File: config.mk
export PLATFORM = sky130hd
export DESIGN_NAME = ansi_csi_terminal_parser_unit
export DESIGN_NICKNAME = d
export VERILOG_FILES = /design/src/acsi_pkg.sv /design/src/acsi_ctrl.sv /design/src/acsi_dp.sv /design/src/ansi_csi_terminal_parser_unit.sv
export SDC_FILE = /design/constraint.sdc
export NUM_CORES = 1
export LEC_CHECK = 0
export ABC_AREA = 1
export BUFFER_PORTS_ARGS = -buffer_cell sky130_fd_sc_hd__clkbuf_2
export CELL_PAD_IN_SITES_DETAIL_PLACEMENT = 1
export CELL_PAD_IN_SITES_GLOBAL_PLACEMENT = 1
export CORE_MARGIN = 2
export CORE_UTILIZATION = 50
export DETAILED_ROUTE_END_ITERATION = 12
export GPL_TIMING_DRIVEN = 0
export PLACE_DENSITY_LB_ADDON = 0.1
export SYNTH_ARGS = -nofsm -noshare
export SYNTH_HDL_FRONTEND = slang
export SYNTH_SLANG_ARGS = --single-unit
File: constraint.sdc
create_clock -name aclk -period 9.4 [get_ports aclk]
set_clock_uncertainty 0.2 [all_clocks]
set_input_delay 1.41 -clock aclk [delete_from_list [all_inputs] [get_ports aclk]]
set_output_delay 1.41 -clock aclk [all_outputs]
set_load 0.02 [all_outputs]
File: src/acsi_pkg.sv
`timescale 1ns / 1ps

package acsi_pkg;

    // Field widths
    localparam int BYTE_W    = 8;
    localparam int ROW_W     = 5;
    localparam int COL_W     = 7;
    localparam int ATTR_W    = 8;
    localparam int S_TDATA_W = 24;
    localparam int M_TDATA_W = 24;
    localparam int CFG_IDX_W = 2;
    localparam int CFG_W     = 8;

    // Screen geometry and reciprocals for the wrap reduction (pos < 256)
    localparam int SCREEN_ROWS = 24;
    localparam int SCREEN_COLS = 80;
    localparam logic [15:0] RECIP_ROWS = 16'((65536 + SCREEN_ROWS - 1) / SCREEN_ROWS);
    localparam logic [15:0] RECIP_COLS = 16'((65536 + SCREEN_COLS - 1) / SCREEN_COLS);

    // Characters
    localparam logic [7:0] CHR_ESC      = 8'h1B;
    localparam logic [7:0] CHR_LBRACKET = 8'h5B;
    localparam logic [7:0] CHR_SEMI     = 8'h3B;
    localparam logic [7:0] CHR_0        = 8'h30;
    localparam logic [7:0] CHR_9        = 8'h39;
    localparam logic [7:0] CHR_UP       = 8'h41;
    localparam logic [7:0] CHR_DOWN     = 8'h42;
    localparam logic [7:0] CHR_RIGHT    = 8'h43;
    localparam logic [7:0] CHR_LEFT     = 8'h44;
    localparam logic [7:0] CHR_POS_H    = 8'h48;
    localparam logic [7:0] CHR_CLEAR    = 8'h4A;
    localparam logic [7:0] CHR_EOL      = 8'h4B;
    localparam logic [7:0] CHR_POS_F    = 8'h66;
    localparam logic [7:0] CHR_SGR      = 8'h6D;
    localparam logic [7:0] CHR_SAVE     = 8'h73;
    localparam logic [7:0] CHR_RESTORE  = 8'h75;

    // Attribute codes and bits
    localparam logic [7:0] SGR_RESET     = 8'd0;
    localparam logic [7:0] SGR_BOLD      = 8'd1;
    localparam logic [7:0] SGR_UNDERLINE = 8'd4;
    localparam logic [7:0] SGR_BLINK     = 8'd5;
    localparam logic [7:0] SGR_REVERSE   = 8'd7;
    localparam logic [7:0] ATTR_BLINK_BIT     = 8'h80;
    localparam logic [7:0] ATTR_UNDERLINE_BIT = 8'h01;

    // Reset values of the attribute registers
    localparam logic [7:0] ATTR_DEFAULT_RST = 8'd7;
    localparam logic [7:0] ATTR_REVERSE_RST = 8'd112;
    localparam logic [7:0] ATTR_BOLD_RST    = 8'd15;

    // Configuration register indexes
    localparam logic [CFG_IDX_W-1:0] CFG_ATTR_DEFAULT = 2'd0;
    localparam logic [CFG_IDX_W-1:0] CFG_ATTR_REVERSE = 2'd1;
    localparam logic [CFG_IDX_W-1:0] CFG_ATTR_BOLD    = 2'd2;

    typedef enum logic [1:0] {
        CMD_NONE  = 2'd0,
        CMD_CLEAR = 2'd1,
        CMD_EOL   = 2'd2,
        CMD_MOVE  = 2'd3
    } cmd_t;

    typedef enum logic [1:0] {
        PH_IDLE = 2'd0,
        PH_ESC  = 2'd1,
        PH_CSI  = 2'd2
    } phase_t;

    typedef enum logic [2:0] {
        S_IDLE   = 3'd0,
        S_DECODE = 3'd1,
        S_SGR    = 3'd2,
        S_QUOT   = 3'd3,
        S_REM    = 3'd4,
        S_DONE   = 3'd5
    } ctrl_state_t;

    // Controller to datapath
    typedef struct packed {
        logic capture;
        logic decode;
        logic sgr_step;
        logic mod_quot;
        logic mod_rem;
        logic load_out;
    } ctrl_cmd_t;

    // Datapath to controller
    typedef struct packed {
        logic sgr_go;
        logic mod_go;
        logic sgr_last;
    } dp_status_t;

    function automatic logic is_letter(input logic [7:0] b);
        return ((b >= 8'h41) && (b <= 8'h5A)) || ((b >= 8'h61) && (b <= 8'h7A));
    endfunction

endpackage

File: src/acsi_ctrl.sv
`timescale 1ns / 1ps

module acsi_ctrl (
    input  logic                   aclk,
    input  logic                   aresetn,
    input  logic                   s_tvalid,
    output logic                   s_tready,
    output logic                   m_tvalid,
    input  logic                   m_tready,
    input  acsi_pkg::dp_status_t   status,
    output acsi_pkg::ctrl_cmd_t    cmd
);

    acsi_pkg::ctrl_state_t state_reg, state_next;
    logic m_tvalid_reg, m_tvalid_next;
    logic out_free;

    assign out_free = !m_tvalid_reg || m_tready;

    // Next state
    always_comb begin
        state_next = state_reg;
        case (state_reg)
            acsi_pkg::S_IDLE: begin
                if (s_tvalid) state_next = acsi_pkg::S_DECODE;
            end
            acsi_pkg::S_DECODE: begin
                if (status.sgr_go)      state_next = acsi_pkg::S_SGR;
                else if (status.mod_go) state_next = acsi_pkg::S_QUOT;
                else                    state_next = acsi_pkg::S_DONE;
            end
            acsi_pkg::S_SGR: begin
                if (status.sgr_last) state_next = acsi_pkg::S_DONE;
            end
            acsi_pkg::S_QUOT: state_next = acsi_pkg::S_REM;
            acsi_pkg::S_REM:  state_next = acsi_pkg::S_DONE;
            acsi_pkg::S_DONE: begin
                if (out_free) state_next = acsi_pkg::S_IDLE;
            end
            default: state_next = acsi_pkg::S_IDLE;
        endcase
    end

    // Outputs
    always_comb begin
        cmd      = '0;
        s_tready = 1'b0;
        case (state_reg)
            acsi_pkg::S_IDLE: begin
                s_tready    = 1'b1;
                cmd.capture = s_tvalid;
            end
            acsi_pkg::S_DECODE: cmd.decode   = 1'b1;
            acsi_pkg::S_SGR:    cmd.sgr_step = 1'b1;
            acsi_pkg::S_QUOT:   cmd.mod_quot = 1'b1;
            acsi_pkg::S_REM:    cmd.mod_rem  = 1'b1;
            acsi_pkg::S_DONE:   cmd.load_out = out_free;
            default: cmd = '0;
        endcase
    end

    // Hold the result word until taken
    always_comb begin
        if (cmd.load_out)  m_tvalid_next = 1'b1;
        else if (m_tready) m_tvalid_next = 1'b0;
        else               m_tvalid_next = m_tvalid_reg;
    end

    assign m_tvalid = m_tvalid_reg;

    always_ff @(posedge aclk) begin
        if (!aresetn) begin
            state_reg    <= acsi_pkg::S_IDLE;
            m_tvalid_reg <= 1'b0;
        end else begin
            state_reg    <= state_next;
            m_tvalid_reg <= m_tvalid_next;
        end
    end

endmodule

File: src/acsi_dp.sv
`timescale 1ns / 1ps

module acsi_dp #(
    parameter int MAX_PARAMS = 5
) (
    input  logic                                aclk,
    input  logic                                aresetn,
    input  logic [acsi_pkg::S_TDATA_W-1:0]      s_tdata,
    output logic [acsi_pkg::M_TDATA_W-1:0]      m_tdata,
    input  logic                                cfg_wr_en,
    input  logic [acsi_pkg::CFG_IDX_W-1:0]      cfg_index,
    input  logic [acsi_pkg::CFG_W-1:0]          cfg_wdata,
    input  acsi_pkg::ctrl_cmd_t                 cmd,
    output acsi_pkg::dp_status_t                status
);

    localparam int CNT_W = $clog2(MAX_PARAMS + 1);
    localparam int IDX_W = $clog2(MAX_PARAMS);

    // Captured word
    logic [7:0]                 byte_reg;
    logic [acsi_pkg::ROW_W-1:0] row_reg;
    logic [acsi_pkg::COL_W-1:0] col_reg;

    // Parser state
    acsi_pkg::phase_t phase_reg, phase_next;
    logic [7:0]       pval_reg [MAX_PARAMS];
    logic [7:0]       pval_next [MAX_PARAMS];
    logic [CNT_W-1:0] pcnt_reg, pcnt_next;
    logic             in_num_reg, in_num_next;
    logic             lead_semi_reg, lead_semi_next;
    logic             any_char_reg, any_char_next;
    logic [acsi_pkg::ROW_W-1:0]  saved_row_reg, saved_row_next;
    logic [acsi_pkg::COL_W-1:0]  saved_col_reg, saved_col_next;
    logic [acsi_pkg::ATTR_W-1:0] attr_reg, attr_next;
    logic [7:0] attr_default_reg, attr_reverse_reg, attr_bold_reg;

    // Working result
    logic                        show_reg, show_next;
    acsi_pkg::cmd_t              cmd_reg, cmd_next;
    logic [acsi_pkg::ROW_W-1:0]  nr_reg, nr_next;
    logic [acsi_pkg::COL_W-1:0]  nc_reg, nc_next;
    logic [7:0]                  pos_reg, pos_next;
    logic                        mod_col_reg, mod_col_next;
    logic [7:0]                  quot_reg;
    logic [CNT_W-1:0]            sgr_idx_reg, sgr_idx_next;
    logic [acsi_pkg::M_TDATA_W-1:0] m_tdata_reg;

    // Shared read port of the parameter file
    logic [CNT_W-1:0] pcnt_m1;
    logic [IDX_W-1:0] rd_idx;
    logic [7:0]       rd_val;
    logic [CNT_W-1:0] sgr_idx_inc;

    // Decode helpers
    logic       csi_letter;
    logic [7:0] step;
    logic [7:0] row8, col8;
    logic [7:0] acc;
    logic [7:0] pos_r, pos_c, pos_r_m1, pos_c_m1;
    logic       pos_ok;

    // Wrap reduction
    logic [23:0] quot_prod;
    logic [15:0] back_prod;
    logic [7:0]  rem;

    assign pcnt_m1     = pcnt_reg - CNT_W'(1);
    assign rd_idx      = cmd.sgr_step ? sgr_idx_reg[IDX_W-1:0] : pcnt_m1[IDX_W-1:0];
    assign rd_val      = (CNT_W'(rd_idx) < CNT_W'(MAX_PARAMS)) ? pval_reg[rd_idx] : 8'd0;
    assign sgr_idx_inc = sgr_idx_reg + CNT_W'(1);

    assign row8 = {3'b000, row_reg};
    assign col8 = {1'b0, col_reg};
    assign step = (pcnt_reg != '0) ? pval_reg[0] : 8'd1;
    assign acc  = {rd_val[4:0], 3'b000} + {rd_val[6:0], 1'b0} + {4'b0000, byte_reg[3:0]};
    assign csi_letter = (phase_reg == acsi_pkg::PH_CSI) && acsi_pkg::is_letter(byte_reg);

    // Status for the controller
    assign status.sgr_go   = csi_letter && (byte_reg == acsi_pkg::CHR_SGR) && (pcnt_reg != '0);
    assign status.mod_go   = csi_letter && ((byte_reg == acsi_pkg::CHR_UP) ||
                             (byte_reg == acsi_pkg::CHR_DOWN) ||
                             (byte_reg == acsi_pkg::CHR_RIGHT) ||
                             (byte_reg == acsi_pkg::CHR_LEFT));
    assign status.sgr_last = (sgr_idx_inc >= pcnt_reg);

    // Row and column of an absolute position command
    always_comb begin
        pos_r = pval_reg[0];
        pos_c = 8'd1;
        if (pcnt_reg == CNT_W'(2)) begin
            pos_c = pval_reg[1];
        end else if (lead_semi_reg) begin
            pos_c = pval_reg[0];
            pos_r = 8'd1;
        end
        if (pos_r == 8'd0) pos_r = 8'd1;
        if (pos_c == 8'd0) pos_c = 8'd1;
        pos_r_m1 = pos_r - 8'd1;
        pos_c_m1 = pos_c - 8'd1;
        pos_ok   = (pcnt_reg <= CNT_W'(2)) &&
                   (pos_r <= 8'(acsi_pkg::SCREEN_ROWS)) &&
                   (pos_c <  8'(acsi_pkg::SCREEN_COLS));
    end

    // Reduce the wrapped position: quotient by reciprocal, then remainder
    assign quot_prod = pos_reg * (mod_col_reg ? acsi_pkg::RECIP_COLS : acsi_pkg::RECIP_ROWS);
    assign back_prod = quot_reg * (mod_col_reg ? 8'(acsi_pkg::SCREEN_COLS)
                                               : 8'(acsi_pkg::SCREEN_ROWS));
    assign rem       = pos_reg - back_prod[7:0];

    // Parser state update, attribute loop and result fields
    always_comb begin
        phase_next     = phase_reg;
        pval_next      = pval_reg;
        pcnt_next      = pcnt_reg;
        in_num_next    = in_num_reg;
        lead_semi_next = lead_semi_reg;
        any_char_next  = any_char_reg;
        saved_row_next = saved_row_reg;
        saved_col_next = saved_col_reg;
        attr_next      = attr_reg;
        show_next      = show_reg;
        cmd_next       = cmd_reg;
        nr_next        = nr_reg;
        nc_next        = nc_reg;
        pos_next       = pos_reg;
        mod_col_next   = mod_col_reg;
        sgr_idx_next   = sgr_idx_reg;

        if (cmd.decode) begin
            show_next    = 1'b0;
            cmd_next     = acsi_pkg::CMD_NONE;
            nr_next      = '0;
            nc_next      = '0;
            sgr_idx_next = '0;
            if (byte_reg == acsi_pkg::CHR_ESC) begin
                // Drop any open sequence and start a new one
                for (int i = 0; i < MAX_PARAMS; i++) pval_next[i] = 8'd0;
                pcnt_next      = '0;
                in_num_next    = 1'b0;
                lead_semi_next = 1'b0;
                any_char_next  = 1'b0;
                phase_next     = acsi_pkg::PH_ESC;
            end else if (phase_reg == acsi_pkg::PH_IDLE) begin
                show_next = 1'b1;
            end else if (phase_reg == acsi_pkg::PH_ESC) begin
                phase_next = (byte_reg == acsi_pkg::CHR_LBRACKET) ? acsi_pkg::PH_CSI
                                                                  : acsi_pkg::PH_IDLE;
            end else if (!csi_letter) begin
                // Parameter bytes
                if (!any_char_reg && (byte_reg == acsi_pkg::CHR_SEMI)) lead_semi_next = 1'b1;
                any_char_next = 1'b1;
                if ((byte_reg >= acsi_pkg::CHR_0) && (byte_reg <= acsi_pkg::CHR_9)) begin
                    if (in_num_reg) begin
                        for (int i = 0; i < MAX_PARAMS; i++) begin
                            if (pcnt_m1[IDX_W-1:0] == IDX_W'(i)) pval_next[i] = acc;
                        end
                    end else if (pcnt_reg < CNT_W'(MAX_PARAMS)) begin
                        for (int i = 0; i < MAX_PARAMS; i++) begin
                            if (pcnt_reg[IDX_W-1:0] == IDX_W'(i)) begin
                                pval_next[i] = {4'b0000, byte_reg[3:0]};
                            end
                        end
                        pcnt_next   = pcnt_reg + CNT_W'(1);
                        in_num_next = 1'b1;
                    end
                end else begin
                    in_num_next = 1'b0;
                end
            end else begin
                // Final letter: run the command
                phase_next = acsi_pkg::PH_IDLE;
                case (byte_reg)
                    acsi_pkg::CHR_CLEAR: cmd_next = acsi_pkg::CMD_CLEAR;
                    acsi_pkg::CHR_EOL:   cmd_next = acsi_pkg::CMD_EOL;
                    acsi_pkg::CHR_SAVE: begin
                        saved_row_next = row_reg;
                        saved_col_next = col_reg;
                    end
                    acsi_pkg::CHR_RESTORE: begin
                        cmd_next = acsi_pkg::CMD_MOVE;
                        nr_next  = saved_row_reg;
                        nc_next  = saved_col_reg;
                    end
                    acsi_pkg::CHR_UP: begin
                        cmd_next     = acsi_pkg::CMD_MOVE;
                        nc_next      = col_reg;
                        pos_next     = row8 - step;
                        mod_col_next = 1'b0;
                    end
                    acsi_pkg::CHR_DOWN: begin
                        cmd_next     = acsi_pkg::CMD_MOVE;
                        nc_next      = col_reg;
                        pos_next     = row8 + step;
                        mod_col_next = 1'b0;
                    end
                    acsi_pkg::CHR_LEFT: begin
                        cmd_next     = acsi_pkg::CMD_MOVE;
                        nr_next      = row_reg;
                        pos_next     = col8 - step;
                        mod_col_next = 1'b1;
                    end
                    acsi_pkg::CHR_RIGHT: begin
                        cmd_next     = acsi_pkg::CMD_MOVE;
                        nr_next      = row_reg;
                        pos_next     = col8 + step;
                        mod_col_next = 1'b1;
                    end
                    acsi_pkg::CHR_POS_H, acsi_pkg::CHR_POS_F: begin
                        if (pcnt_reg == '0) begin
                            cmd_next = acsi_pkg::CMD_MOVE;
                        end else if (pos_ok) begin
                            cmd_next = acsi_pkg::CMD_MOVE;
                            nr_next  = pos_r_m1[acsi_pkg::ROW_W-1:0];
                            nc_next  = pos_c_m1[acsi_pkg::COL_W-1:0];
                        end
                    end
                    default: cmd_next = acsi_pkg::CMD_NONE;
                endcase
            end
        end

        // One attribute code per cycle
        if (cmd.sgr_step) begin
            sgr_idx_next = sgr_idx_inc;
            case (rd_val)
                acsi_pkg::SGR_BLINK:     attr_next = attr_reg | acsi_pkg::ATTR_BLINK_BIT;
                acsi_pkg::SGR_UNDERLINE: attr_next = attr_reg | acsi_pkg::ATTR_UNDERLINE_BIT;
                acsi_pkg::SGR_REVERSE:   attr_next = attr_reverse_reg;
                acsi_pkg::SGR_RESET:     attr_next = attr_default_reg;
                acsi_pkg::SGR_BOLD:      attr_next = attr_bold_reg;
                default:                 attr_next = attr_reg;
            endcase
        end

        if (cmd.mod_rem) begin
            if (mod_col_reg) nc_next = rem[acsi_pkg::COL_W-1:0];
            else             nr_next = rem[acsi_pkg::ROW_W-1:0];
        end
    end

    // Payload and working registers
    always_ff @(posedge aclk) begin
        if (cmd.capture) begin
            byte_reg <= s_tdata[7:0];
            row_reg  <= s_tdata[12:8];
            col_reg  <= s_tdata[19:13];
        end
        show_reg    <= show_next;
        cmd_reg     <= cmd_next;
        nr_reg      <= nr_next;
        nc_reg      <= nc_next;
        pos_reg     <= pos_next;
        mod_col_reg <= mod_col_next;
        sgr_idx_reg <= sgr_idx_next;
        if (cmd.mod_quot) quot_reg <= quot_prod[23:16];
        if (cmd.load_out) begin
            m_tdata_reg <= {attr_reg, nc_reg, nr_reg, cmd_reg, show_reg,
                            (phase_reg != acsi_pkg::PH_IDLE)};
        end
    end

    // Parser state and configuration
    always_ff @(posedge aclk) begin
        if (!aresetn) begin
            phase_reg        <= acsi_pkg::PH_IDLE;
            for (int i = 0; i < MAX_PARAMS; i++) pval_reg[i] <= 8'd0;
            pcnt_reg         <= '0;
            in_num_reg       <= 1'b0;
            lead_semi_reg    <= 1'b0;
            any_char_reg     <= 1'b0;
            saved_row_reg    <= '0;
            saved_col_reg    <= '0;
            attr_reg         <= acsi_pkg::ATTR_DEFAULT_RST;
            attr_default_reg <= acsi_pkg::ATTR_DEFAULT_RST;
            attr_reverse_reg <= acsi_pkg::ATTR_REVERSE_RST;
            attr_bold_reg    <= acsi_pkg::ATTR_BOLD_RST;
        end else begin
            phase_reg     <= phase_next;
            pval_reg      <= pval_next;
            pcnt_reg      <= pcnt_next;
            in_num_reg    <= in_num_next;
            lead_semi_reg <= lead_semi_next;
            any_char_reg  <= any_char_next;
            saved_row_reg <= saved_row_next;
            saved_col_reg <= saved_col_next;
            attr_reg      <= attr_next;
            if (cfg_wr_en) begin
                case (cfg_index)
                    acsi_pkg::CFG_ATTR_DEFAULT: attr_default_reg <= cfg_wdata;
                    acsi_pkg::CFG_ATTR_REVERSE: attr_reverse_reg <= cfg_wdata;
                    acsi_pkg::CFG_ATTR_BOLD:    attr_bold_reg    <= cfg_wdata;
                    default: ;
                endcase
            end
        end
    end

    assign m_tdata = m_tdata_reg;

endmodule

File: src/ansi_csi_terminal_parser_unit.sv
// Terminal escape-sequence parser.
// Input channel (s_): one received byte per word, with the display's cursor
// row and column before that byte. Result channel (m_): one word per input
// word, in order: sequence-open flag, show flag, command, target row and
// column, and the attribute in force after the byte.
// Configuration: cfg_wr_en/cfg_index/cfg_wdata write the default, reverse
// and bold attributes (index 0, 1, 2); write only while the unit is idle.
// Flow: one word at a time. A word is taken in the idle state, decoded in
// the decode state and registered in the output stage from the done state,
// which waits until the output register is free. A relative cursor move
// adds a reciprocal-multiply step and then a remainder step; an attribute
// command steps through its gathered parameters (up to MAX_PARAMS) one by
// one. A new byte is taken only after the previous one has run through the
// controller's capture/decode/load sequence.
// Reset (aresetn low at a clock edge): closes any sequence, clears the
// parameters and saved cursor, restores the attribute registers.
// Stall: a finished word waits in the output register; the unit still takes
// the next input word and holds it ready to load once m_tready frees it.
`timescale 1ns / 1ps

module ansi_csi_terminal_parser_unit #(
    parameter int MAX_PARAMS = 5
) (
    input  logic                               aclk,
    input  logic                               aresetn,
    input  logic                               s_tvalid,
    output logic                               s_tready,
    // [7:0] in_byte, [12:8] cur_row, [19:13] cur_col, [23:20] zero
    input  logic [acsi_pkg::S_TDATA_W-1:0]     s_tdata,
    output logic                               m_tvalid,
    input  logic                               m_tready,
    // [0] in_sequence, [1] show_byte, [3:2] command, [8:4] new_row,
    // [15:9] new_col, [23:16] attribute
    output logic [acsi_pkg::M_TDATA_W-1:0]     m_tdata,
    input  logic                               cfg_wr_en,
    input  logic [acsi_pkg::CFG_IDX_W-1:0]     cfg_index,
    input  logic [acsi_pkg::CFG_W-1:0]         cfg_wdata
);

    acsi_pkg::ctrl_cmd_t  ctrl_cmd;
    acsi_pkg::dp_status_t dp_status;

    acsi_ctrl u_ctrl (
        .aclk     (aclk),
        .aresetn  (aresetn),
        .s_tvalid (s_tvalid),
        .s_tready (s_tready),
        .m_tvalid (m_tvalid),
        .m_tready (m_tready),
        .status   (dp_status),
        .cmd      (ctrl_cmd)
    );

    acsi_dp #(
        .MAX_PARAMS (MAX_PARAMS)
    ) u_dp (
        .aclk      (aclk),
        .aresetn   (aresetn),
        .s_tdata   (s_tdata),
        .m_tdata   (m_tdata),
        .cfg_wr_en (cfg_wr_en),
        .cfg_index (cfg_index),
        .cfg_wdata (cfg_wdata),
        .cmd       (ctrl_cmd),
        .status    (dp_status)
    );

endmodule

==> results of run 1 <==
## metal layers
| metal | part of all wire | global-route usage | routed length [um] | vias to the layer above |
|---|---|---|---|---|
| met1 | 0.43 | 0.373 | 15000 | 5115 |
| met5 | 0 | 0 | 0 | - |
| met2 | 0.49 | 0.519 | 17100 | 247 |
| li1 | - | - | - | 5027 |
| met4 | 0.035 | 0.116 | 1220 | 0 |
| met3 | 0.035 | 0.0379 | 1230 | 74 |
## cell type report
type	instances	area, um2	area share
inverter	221	830	0.0652
sequential	171	4050	0.319
clock inverter	15	151	0.0119
multi-input combinational	1051	6370	0.501
tap	285	357	0.0280
timing repair buffer	63	347	0.0272
buffer	41	190	0.0149
clock buffer	17	425	0.0334
## worst reg2reg max path, cell delays in order, from the launching register on
cell and delay, ps:
edfxtp_1 330, clkbuf_1 320, clkinv_1 370, o21bai_1 340, ha_1 280, inv_1 140, fa_1 450, fa_1 550
inv_1 70, fa_1 500, ha_1 360, nand2_1 110, o21ai_0 90, o21ai_0 260, nand2_1 180, nand3_1 110
nand2_1 70, xor2_1 150
## stage by stage
stage               instance area, um2  hold WS, ps  setup WS (ps)
floorplan                        11400          200           5110
global placement                 12100          213           4480
CTS                              12700          241           4350
global route                     12700          252           4080
finish                           12700          237           4280
detailed placement               12100          219           4380
## cell usage in the layout, fill, tap and decap left out, types with 4 or more instances in the layout
cell type,count
inv_1,216
dfxtp_1,108
a21oi_1,97
o22ai_1,7
buf_2,5
nand2_2,7
ha_1,92
xor2_1,18
clkbuf_16,17
o21a_1,4
o211ai_1,14
a31oi_1,6
buf_6,4
nor2_1,156
o21ai_0,94
inv_6,4
nand2_1,312
nor3_1,17
clkbuf_1,31
xnor2_1,8
nor2_2,5
edfxtp_1,63
or2_2,5
fa_1,43
a211oi_1,18
nand3_1,98
clkbuf_2,60
nand4_1,12
conb_1,4
## power by group
part / leakage [nW] / internal [mW] / switching [mW]
registers: 1.46 / 0.799 / 0.0215
logic: 4.24 / 0.0505 / 0.0997
clock network: 0.287 / 0.354 / 0.342
## how the worst max path moves through the flow
stage / slack [ps] / to / start
final: 4280 / u_dp.quot_reg[3]$_DFFE_PP_ / u_dp.mod_col_reg$_DFFE_PP_
after global routing: 4080 / u_dp.quot_reg[3]$_DFFE_PP_ / u_dp.mod_col_reg$_DFFE_PP_
after CTS: 4350 / u_dp.quot_reg[3]$_DFFE_PP_ / u_dp.mod_col_reg$_DFFE_PP_
after detailed placement: 4380 / u_dp.quot_reg[3]$_DFFE_PP_ / u_dp.mod_col_reg$_DFFE_PP_
after global placement: 4480 / u_dp.quot_reg[3]$_DFFE_PP_ / u_dp.mod_col_reg$_DFFE_PP_
after floorplan: 5110 / u_dp.quot_reg[3]$_DFFE_PP_ / u_dp.mod_col_reg$_DFFE_PP_
## cell families after synthesis
| kind of cell | share of synthesized area |
|---|---|
| XOR/XNOR | 0.0199 |
| other | 0.000657 |
| adder cells (fa/ha/maj) | 0.176 |
| flip-flops | 0.355 |
| buffers and inverters | 0.0892 |
| AO/OA/AOI/OAI | 0.130 |
| AND/OR/NAND/NOR | 0.230 |
==> summary.txt, run 1 <==
Logic synthesis
  • Post-synth EDFFs: 63
  • Post-synth top cells: 312 x nand2_1, 216 x inv_1, 157 x nor2_1
  • Area leader, netlist: dfxtp_1
  • Most common cell in the netlist: nand2_1
  • Post-Synthesis Cell Area: 11400 um2
  • #FFs+latches synth: 171
  • Mean Syn Cell Area: 7.71 um2
  • Sequential area share after synthesis: 0.355
  • Synthesis Warnings: 0
  • Top cells by area, synth: dfxtp_1 19%, edfxtp_1 17%, nand2_1 10%
  • Top cell type's share of synthesized area: 0.189
  • Asr flop ratio synth: 0
  • Cell variety after synth: 50
  • Most common flop cell mapped by yosys: dfxtp_1
  • Synth Instances: 1482

Critical path
  • Buffers & Inverters on Critical Path: 4
  • WP data arrival: 5110 ps
  • Critical path's slowest cell: fa_1
  • Worst reg2reg path depth: 17
  • Crit path cell chain: clkbuf_1 -> clkinv_1 -> o21bai_1 -> ha_1 -> inv_1 -> fa_1 -> fa_1 -> inv_1 -> fa_1 -> ha_1 -> nand2_1 -> o21ai_0 -> o21ai_0 -> nand2_1 -> nand3_1 -> nand2_1 -> xor2_1
  • Max FO, Critical Path: 8
  • Levels on crit path: 17
  • R2r endpoint: u_dp.quot_reg[3]$_DFFE_PP_
  • CP Class: reg2reg
  • Reg-to-Reg Start: u_dp.mod_col_reg$_DFFE_PP_
  • CP max stage delay: 550 ps
  • Startpoint Class: flip-flop
  • Flop-to-flop setup slack: 4280 ps
  • Top Family by Delay on Critical Path: adder cells
  • Critical Path RT: 9390 ps
  • Critical path capture point type: flip-flop

Timing
  • TNS Setup: 0 ps
  • Max-Slew Margin vs Limit: 0.232
  • Final period util: 0.545
  • Max frequency: 195 MHz
  • Minimum clock period: 5120 ps
  • Worst Tran Pin Value: 1140 ps
  • Fin. Hold Viols: 0
  • Final Max Slew Viols: 0
  • Unrepaired setup endpoints after global routing: false
  • Final setup vio count: 0

Final layout
  • Largest register FFs: 40
  • Total Nets Final: 1740
  • Layout cell share with drive strength beyond 1: 0.0855
  • # diodes: 0
  • Area grow syn2layout: 11.3%
  • Util after Layout: 0.564
  • Non-filler instance count after layout: 1864
  • # fillers: 2854

Pwr
  • Total power: 1.67 mW
  • Max VDD drop: 0.000113 V
  • Static Leak: 5.98 nW
  • PD cells: 131 nW/um2

Clocking
  • Max H-tree Level: 4
  • CTS tree: done
  • # Post-CTS Setup Buffers: 0
  • CTS Root Cell: clkbuf_16
  • Gates resized, CTS repair: 0
  • Clock tree buffer depth: 2
  • Num CTS Buffers: 17
  • # clock sinks: 171
  • Cts hold-fix bufs: 0
  • Worst-Skew Late Latency: 440 ps
  • Clock slew at reported path FFs: 70 ps

Routing
  • Routed via count: 10463
  • Wire length per cell: 18.6 um
  • DR vias/cell: 5.61
  • Total wire length: 34600 um
  • Post-DRT Antenna Nets: 0
  • DR pass1 iterations: 5
  • DR DRC count: 0
  • DR iter-0 viols: 501

Die
  • Die Ht: 155 um
  • Initial Util: 0.506
  • Core Rows: 55
  • Die W: 155 um
  • I/O pin count: 65
  • Core outline area: 22600 um2
  • Die ar.: 24100 um2

Global route
  • GRT Total Usage: 0.296
  • Largest net degree at the start of global routing: 19
  • Total global routing overflow: 0
  • Vias in the first global route: 10841
  • First-pass GRT wire length: 56000 um
  • Antenna violations before repair: 0

Placement
  • Routability cong.: 0.865
  • Inst Count DP: 1832
  • PortBufs: 60
  • Hpwl dp: 27000 um

Status
  • Outcome: completed

Min path
  • Hold Path Stages: 0
  • Min-delay src: u_dp.attr_reg[7]$_SDFFE_PN0P_
  • Hold crit path type: reg2reg
  • Worst Hold End: u_dp.m_tdata[23]$_DFFE_PP_

Job
  • Max Cap Violations: 0
Power figures use the tool's default switching activity.
==> run 2: changes to the inputs <==
Settings changed: ABC_AREA 1 to 0, CORE_UTILIZATION 50 to 49.
Clock period 9.4 ns to 5.01 ns, I/O delays scaled along.
==> summary.txt, run 2 <==
Status
  • Outcome: completed

Final layout
  • Largest register FFs: 40
  • # fillers: 2602
  • Non-filler instance count after layout: 1630
  • Register area: 4060 um2
  • Total Nets Final: 1471
  • Footprint of the multi-input gates: 7260 um2
  • Layout cell share with drive strength beyond 1: 0.169
  • Final instance area: 13600 um2
  • Most frequent cells in the layout: 105 x dfxtp_1, 96 x mux2i_1, 86 x ha_1, 82 x nand2_1, 79 x nor2b_1
  • Area grow syn2layout: 17.7%
  • Commonest non-fill, non-tap cell in the layout: dfxtp_1

Pwr
  • PD cells: 266 nW/um2
  • Net switching fraction of the power: 0.308
  • Max VDD drop: 0.000167 V
  • Logic pwr share: 0.150
  • Static Leak: 5.73 nW
  • Internal Power: 2.50 mW
  • Total power: 3.62 mW
  • Sw power: 1.12 mW
  • Clk network pwr share: 0.399
  • Sequential share of power: 0.452

Global route
  • Largest net degree at the start of global routing: 21
  • Total global routing overflow: 0
  • GRT Total Usage: 0.287
  • First-pass GRT wire length: 53900 um
  • Antenna violations before repair: 0
  • Vias in the first global route: 9693

Die
  • Die Ht: 157 um
  • Die ar.: 24800 um2
  • I/O pin count: 65
  • Initial Util: 0.496
  • Core outline area: 23300 um2
  • Core Rows: 56
  • Die W: 157 um

Logic synthesis
  • Post-synth EDFFs: 63
  • Synthesis Warnings: 0
  • Synth Instances: 1177
  • Cell variety after synth: 80
  • Top cells by area, synth: dfxtp_1 19%, edfxtp_1 16%, ha_1 10%
  • Most common cell in the netlist: dfxtp_1
  • #FFs+latches synth: 171
  • Most common flop cell mapped by yosys: dfxtp_1
  • Top cell type's share of synthesized area: 0.187
  • Area leader, netlist: dfxtp_1
  • Mean Syn Cell Area: 9.80 um2
  • Asr flop ratio synth: 0
  • Sequential area share after synthesis: 0.351
  • Post-synth top cells: 108 x dfxtp_1, 96 x mux2i_1, 92 x ha_1
  • Post-Synthesis Cell Area: 11500 um2

Job
  • Max Cap Violations: 0

Timing
  • Final period util: 1.00
  • Max-Slew Margin vs Limit: 0.0930
  • Final setup vio count: 0
  • Final worst slack: 1.27 ps
  • Final Max Slew Viols: 0
  • TNS Setup: 0 ps
  • Max frequency: 200 MHz
  • Unrepaired setup endpoints after global routing: true
  • Minimum clock period: 5010 ps
  • Worst Tran Pin Value: 1330 ps
  • Fin. Hold Viols: 0

Clocking
  • CTS Root Cell: clkbuf_16
  • Cts hold-fix bufs: 0
  • CTS tree: done
  • Max H-tree Level: 4
  • Num CTS Buffers: 17
  • Worst-Skew Late Latency: 460 ps
  • Clock slew at reported path FFs: 80 ps
  • Clock tree buffer depth: 2
  • # clock sinks: 171

Routing
  • DR vias/cell: 5.83
  • Routed via count: 9507
  • Wire length per cell: 21.9 um
  • Post-DRT Antenna Nets: 0
  • DR DRC count: 0
  • Total wire length: 35700 um
  • DR pass1 iterations: 6
  • DR iter-0 viols: 527

Min path
  • Hold crit path type: reg2reg

Placement
  • PortBufs: 59
  • Inst Count DP: 1558
  • Hpwl dp: 26100 um
  • Cell Area, Placed: 12300 um2
  • Routability cong.: 0.851
  • Place WS: -1120 ps

Critical path
  • Crit path cell chain: buf_8 -> buf_8 -> a21o_1 -> ha_4 -> inv_4 -> fa_1 -> inv_1 -> fa_1 -> fa_1 -> ha_4 -> a21o_1 -> a21o_1 -> a21o_1 -> a211o_1 -> a41oi_2 -> buf_4 -> o21bai_4 -> a21oi_2 -> xnor2_1
  • Top Family by Delay on Critical Path: adder cells
  • WP data arrival: 5010 ps
  • Critical path capture point type: flip-flop
  • CP max stage delay: 560 ps
  • Most Frequent Cell on Critical Path: a21o_1
  • Max FO, Critical Path: 8
  • Critical path's slowest cell: fa_1
  • Critical Path RT: 5020 ps
  • Buffers & Inverters on Critical Path: 5
  • CP Class: reg2reg
  • Startpoint Class: flip-flop
-- run 2: cell types whose count changed after synthesis, sizes merged, moves of 17 or more --
cell	previous run	this run
inv	218	73
clkbuf	31	55
nand3	100	13
nor2b	0	83
nand2	321	83
nand2b	0	17
a211oi	18	0
mux2i	0	97
a2bb2oi	0	17
a21oi	97	58
xnor2	8	30
o21ai	97	46
nor2	162	61
-- run 2: cell families (layout without fill, tap and decap cells) --
group | count (synthesis) | count (layout) | share of synthesized area
buf+inv | 137 | 267 | 0.0459
xor+xnor | 40 | 41 | 0.0304
flops | 171 | 171 | 0.351
compound gates | 222 | 222 | 0.132
simple gates | 361 | 361 | 0.167
other cells | 2 | 5 | 0.000651
fa+ha+maj | 135 | 135 | 0.174
mux | 109 | 109 | 0.0985
-- run 2: layer usage --
metal | up-vias | track usage | routed length (um)
met3 | 59 | 0.0427 | 1510
met2 | 256 | 0.491 | 17600
met5 | - | 0 | 0
li1 | 4439 | - | -
met1 | 4753 | 0.374 | 15600
met4 | 0 | 0.0887 | 950
-- run 2: area by class of cell --
class | count | area share
Inverter | 73 | 0.0216
Timing Repair Buffer | 100 | 0.0470
Tap cell | 319 | 0.0294
Clock buffer | 17 | 0.0313
Antenna cell | 1 | 0.000184
Sequential cell | 171 | 0.299
Multi-Input combinational cell | 872 | 0.535
Clock inverter | 15 | 0.0160
Buffer | 62 | 0.0207
-- run 2: repair_timing --
| item | CTS | global route |
|---|---|---|
| resized for setup | 33 | 49 |
| pin swaps | 15 | 30 |
| cloned | 1 | 0 |
| setup buffers | 14 | 26 |
| setup endpoints to repair | 32 | 22 |
-- run 2: power groups by stage --
stage                     logic (mW)  registers (mW)  clock network, mW
after detailed placement       0.505            1.66                  0
after CTS                      0.518            1.63               1.46
after global placement         0.483            1.66                  0
final                          0.541            1.63               1.44
after global routing           0.596            1.64               1.50
after floorplan                0.335            1.64                  0
-- run 2: worst paths after layout --
path / slack (ps) / cells past startpoint / startpoint / endpoint
worst min-delay path: 230 / 0 / u_dp.cmd_reg[1]$_SDFFCE_PP0N_ / u_dp.m_tdata[3]$_DFFE_PP_
worst min register to register: 230 / 0 / u_dp.cmd_reg[1]$_SDFFCE_PP0N_ / u_dp.m_tdata[3]$_DFFE_PP_
worst max register to register: 1 / 19 / u_dp.mod_col_reg$_DFFE_PP_ / u_dp.quot_reg[2]$_DFFE_PP_
worst max-delay path: 1 / 19 / u_dp.mod_col_reg$_DFFE_PP_ / u_dp.quot_reg[2]$_DFFE_PP_
-- run 2: stage by stage --
stage | hold slack (ps) | utilization
after global placement | 207 | 0.527
after CTS | 233 | 0.566
after detailed placement | 210 | 0.528
after floorplan | 200 | -
final | 231 | 0.584
after global routing | 253 | 0.584
